===== src/rtl/mfq_pkg.sv =====
// shared types and constants for the mlfq scheduler metrics block
// no dependencies
package mfq_pkg;

	localparam logic [2:0] MODE_TICK     = 3'd0;
	localparam logic [2:0] MODE_NICE     = 3'd1;
	localparam logic [2:0] MODE_SECOND   = 3'd2;
	localparam logic [2:0] MODE_PRIORITY = 3'd3;
	localparam logic [2:0] MODE_CREATE   = 3'd4;
	localparam logic [2:0] MODE_REMOVE   = 3'd5;

	localparam logic signed [5:0] NICE_MAX = 6'sd20;
	localparam logic signed [5:0] NICE_MIN = -6'sd20;

	typedef struct packed {
		logic               [5:0]  prio;
		logic signed        [5:0]  nice;
		logic signed        [31:0] rc;
	} slot_word_t;

	typedef struct packed {
		logic load_req;
		logic rd_en;
		logic rd_walk;
		logic single_wr;
		logic la_mul;
		logic la_upd;
		logic div_start;
		logic decay_ld;
		logic w_mul;
		logic w_rc;
		logic w_wr;
		logic walk_clr;
		logic walk_inc;
		logic out_ld;
	} mfq_cmd_t;

	typedef struct packed {
		logic [2:0] mode;
		logic       div_done;
		logic       walk_last;
		logic       out_free;
	} mfq_status_t;

endpackage


===== src/rtl/mfq_ctrl.sv =====
// controller state machine sequencing requests through the datapath
// depends on mfq_pkg
module mfq_ctrl (
	input  logic                 clk,
	input  logic                 arst_n,
	input  logic                 in_valid,
	output logic                 in_ready,
	input  mfq_pkg::mfq_status_t status,
	output mfq_pkg::mfq_cmd_t    cmd
);
	import mfq_pkg::*;

	typedef enum logic [12:0] {
		ST_IDLE   = 13'b0000000000001,
		ST_RD     = 13'b0000000000010,
		ST_SMOD   = 13'b0000000000100,
		ST_LMUL   = 13'b0000000001000,
		ST_LUPD   = 13'b0000000010000,
		ST_DSTART = 13'b0000000100000,
		ST_DWAIT  = 13'b0000001000000,
		ST_WRD    = 13'b0000010000000,
		ST_WDAT   = 13'b0000100000000,
		ST_WRC    = 13'b0001000000000,
		ST_WWR    = 13'b0010000000000,
		ST_ORD    = 13'b0100000000000,
		ST_FIN    = 13'b1000000000000
	} state_t;

	state_t state_q, state_d;

	assign in_ready = state_q == ST_IDLE;

	always_comb begin
		state_d = state_q;
		cmd     = '0;
		unique case (state_q)
			ST_IDLE: begin
				if (in_valid) begin
					cmd.load_req = 1'b1;
					state_d      = ST_RD;
				end
			end
			ST_RD: begin
				cmd.rd_en = 1'b1;
				if (status.mode == MODE_SECOND)
					state_d = ST_LMUL;
				else if (status.mode == MODE_PRIORITY) begin
					cmd.walk_clr = 1'b1;
					state_d      = ST_WRD;
				end else
					state_d = ST_SMOD;
			end
			ST_SMOD: begin
				cmd.single_wr = 1'b1;
				state_d       = ST_ORD;
			end
			ST_LMUL: begin
				cmd.la_mul = 1'b1;
				state_d    = ST_LUPD;
			end
			ST_LUPD: begin
				cmd.la_upd = 1'b1;
				state_d    = ST_DSTART;
			end
			ST_DSTART: begin
				cmd.div_start = 1'b1;
				state_d       = ST_DWAIT;
			end
			ST_DWAIT: begin
				if (status.div_done) begin
					cmd.decay_ld = 1'b1;
					cmd.walk_clr = 1'b1;
					state_d      = ST_WRD;
				end
			end
			ST_WRD: begin
				cmd.rd_en   = 1'b1;
				cmd.rd_walk = 1'b1;
				state_d     = ST_WDAT;
			end
			ST_WDAT: begin
				cmd.w_mul = 1'b1;
				state_d   = ST_WRC;
			end
			ST_WRC: begin
				cmd.w_rc = 1'b1;
				state_d  = ST_WWR;
			end
			ST_WWR: begin
				cmd.w_wr = 1'b1;
				if (status.walk_last)
					state_d = ST_ORD;
				else begin
					cmd.walk_inc = 1'b1;
					state_d      = ST_WRD;
				end
			end
			ST_ORD: begin
				cmd.rd_en = 1'b1;
				state_d   = ST_FIN;
			end
			ST_FIN: begin
				if (status.out_free) begin
					cmd.out_ld = 1'b1;
					state_d    = ST_IDLE;
				end
			end
			default: state_d = ST_IDLE;
		endcase
	end

	always_ff @(posedge clk or negedge arst_n) begin
		if (!arst_n)
			state_q <= ST_IDLE;
		else
			state_q <= state_d;
	end
endmodule


===== config.mk =====
export PLATFORM = sky130hd
export DESIGN_NAME = mfq_ctrl
export DESIGN_NICKNAME = d
export VERILOG_FILES = /design/src/rtl/mfq_pkg.sv /design/src/rtl/mfq_ctrl.sv
export SDC_FILE = /design/constraint.sdc
export NUM_CORES = 1
export LEC_CHECK = 0
export ABC_AREA = 1
export BUFFER_PORTS_ARGS = -buffer_cell sky130_fd_sc_hd__buf_2
export CAP_MARGIN = 20
export CELL_PAD_IN_SITES_DETAIL_PLACEMENT = 1
export CELL_PAD_IN_SITES_GLOBAL_PLACEMENT = 2
export CORE_MARGIN = 4
export CORE_UTILIZATION = 27
export DETAILED_ROUTE_END_ITERATION = 8
export PLACE_DENSITY = 0.77
export REMOVE_ABC_BUFFERS = 1
export SYNTH_ARGS = -nofsm -noshare
export SYNTH_HDL_FRONTEND = slang
export SYNTH_SLANG_ARGS = --single-unit

===== constraint.sdc =====
create_clock -name clk -period 1.5 [get_ports clk]
set_input_delay 0.3 -clock clk [delete_from_list [all_inputs] [get_ports clk]]
set_output_delay 0.3 -clock clk [all_outputs]
set_load 0.05 [all_outputs]

==> metrics.cfg <==
[finish]
final_cells = 245
nFillCells = 388
largestRegisters = state_q x13
nNetsFinal = 211
drive_above_1_share = 0.602
final_common_cell = buf_4
antennaDiodeCount = 0
largest-register = state_q
layout_common_cells = buf_4, inv_1, nand2_1, nor2_1
stdcell_area_um2 = 1770
syn_to_final_growth_pct = 98.2
final_util = 0.571
largest_reg_flops = 13

[setup_path]
critical_path_buf_inv_count = 3
critPathTopFamily = flip-flops
cp_slowest_cell = dfrtp_1
r2r_end = state_q[0]
start_kind = flop
crit_path_end_kind = output pin
crit_end = cmd[2]
cp.depth = 7
crit_required_ps = 1200
crit_type = flop to output pin
cp_max_fo = 3
critical-path-max-stage-delay_ps = 430
r2r-start = state_q[11]
reg2regPathDepth = 12
worst-endpoint-arrival_ps = 1650
crit_start = state_q[7]
ff2ff_setup_slack_ps = -190
cp_cell_sequence = buf_4 > inv_1 > nand3_1 > nor2_4 > nand2_2 > o21ai_2 > buf_6

[placement]
hpwl_mm = 2.36
dpl_cell_area_um2 = 1300
dp.cells = 227
place.gp.congestion = 0.740
port_buffers = 23

[outcome]
run_status = complete, but fails checks
violations = setup timing

[yosys]
yosysUniqueCellTypes = 20
synthCells = 129
syn-cell-area_um2 = 893
ys_seq_area_frac = 0.366
synth-seq-cells = 13
ys_warn_count = 0
postSynthAreaPerCell_um2 = 6.93

[grt]
gr-usage-all-layers = 0.161
grt_pass1_wl_mm = 5.36
grt_max_degree = 14
use_met1 = 0.180
grt_pass1_vias = 1217
top_usage_layer = met2
grt_use_met3 = 0.0137
grt-ovfl-total = 0
antenna_found_initial = 0
met2_usage = 0.307

[route]
drc = 0
routed_wirelength_mm = 3.47
via_per_inst = 4.48
vias = 1098
drtPass1Iterations = 4
wire_per_inst_um = 14.1
drtIter0Drc = 38
antenna_left = 0

[power]
vdd_drop_max_v = 0.00156
finalPower_uw = 2080
p_leak_uw = 0.000939
p_per_area_nw_per_um2 = 1170

[sta]
worst_slew_pin_slew_ps = 297
worst_slack_ps = -453
max_freq_mhz = 512
fin_crit_ps = 1950
slew_viol_final = 0
hold_slack_ps = 174
rsz0062_at_grt = true
hold_viol = 0
finalCritPeriodShare = 1.30
relSlewSlack = 0.802
finalSetupViolCount = 18
fin_skew_ps = 0.982

[die]
die_area_um2 = 4290
fp.coreArea_um2 = 3100
dieHeight_um = 65.5
initial_core_util = 0.288
rows = 20
dieWidth_um = 65.5
ios = 24

[cts]
clock_sinks = 13
cts_tree = done
clk_pin_slew_ps = 90
clockRootBuffer = clkbuf_4
h-tree-depth = 1
numCtsBuffers = 3
clk_latency_ps = 290
clockBufferDepth = 2

[flow_run]
maxCapViolations = 0

[worst_hold_path]
hp-class = primary input to flop

## synth_stat cells
cell type  instances  share of area
nand2_2            3          0.021
dfstp_2            1          0.029
o21ai_0            4          0.022
nor2_8             1          0.022
inv_2              1         0.0042
nand3_2            1          0.011
nor4_1             1         0.0070
nand4_2            1          0.014
nand2_1           21          0.088
nand4_1            2          0.014
inv_1             28           0.12
nor2_4             2          0.025
nand2_4            3          0.038
dfrtp_1           12           0.34
nor2_2             5          0.035
nor2_1            24           0.10
nor3_1             6          0.034
nand3_1           11          0.062
a21boi_1           1         0.0084
o21ai_2            1         0.0098
## power by group
group	switching (µW)	internal (µW)
Sequential	50.2	405
Combinational	839	549
Clock	133	104
Total	1020	1060
## routing by layer
| metal | vias to the layer above | part of all wire |
|---|---|---|
| met4 | 0 | 0.014 |
| met5 | - | 0 |
| li1 | 542 | - |
| met1 | 527 | 0.40 |
| met2 | 23 | 0.57 |
| met3 | 6 | 0.022 |
## final cells by class
type | instances | area [µm²] | share of cell area
flip-flops and latches | 13 | 327 | 0.184
multi-input cells | 87 | 638 | 0.360
inverters | 29 | 121 | 0.0686
clock buffers | 4 | 26.3 | 0.0148
well taps | 44 | 55.1 | 0.0311
repair buffers | 68 | 603 | 0.341
## repair_timing
| item | in CTS | in global routing |
|---|---|---|
| hold endpoints to repair | 12 | 0 |
| pin swaps | 6 | 14 |
| buffers inserted | 6 | 9 |
| setup endpoints to repair | 18 | 19 |
| gates resized for setup | 61 | 38 |
| hold buffers | 1 | 0 |
## cell families (layout without fill, tap and decap cells)
kind of cell    Yosys count  after routing  share of synthesized area
buf+inv                  29            101                      0.122
simple gates             81             81                      0.472
compound gates            6              6                     0.0406
flops                    13             13                      0.366
## stage by stage
| stage | worst slack, ps | TNS, ps |
|---|---|---|
| 2_1_floorplan | -829 | -4720 |
| 3_3_place_gp | -206 | -1920 |
| 3_5_place_dp | -236 | -2510 |
| 4_1_cts | -422 | -5360 |
| 5_1_grt | -606 | -8250 |
| 6_report | -453 | -6100 |
## worst min path at each step
stage / startpoint / endpoint / cells after the start
6_report: status[5] / state_q[3] / 2
5_1_grt: status[5] / state_q[3] / 2
4_1_cts: status[5] / state_q[3] / 2
3_5_place_dp: arst_n / state_q[9] / 1
3_3_place_gp: arst_n / state_q[9] / 1
2_1_floorplan: arst_n / state_q[10] / 0
Power figures use the tool's default switching activity.
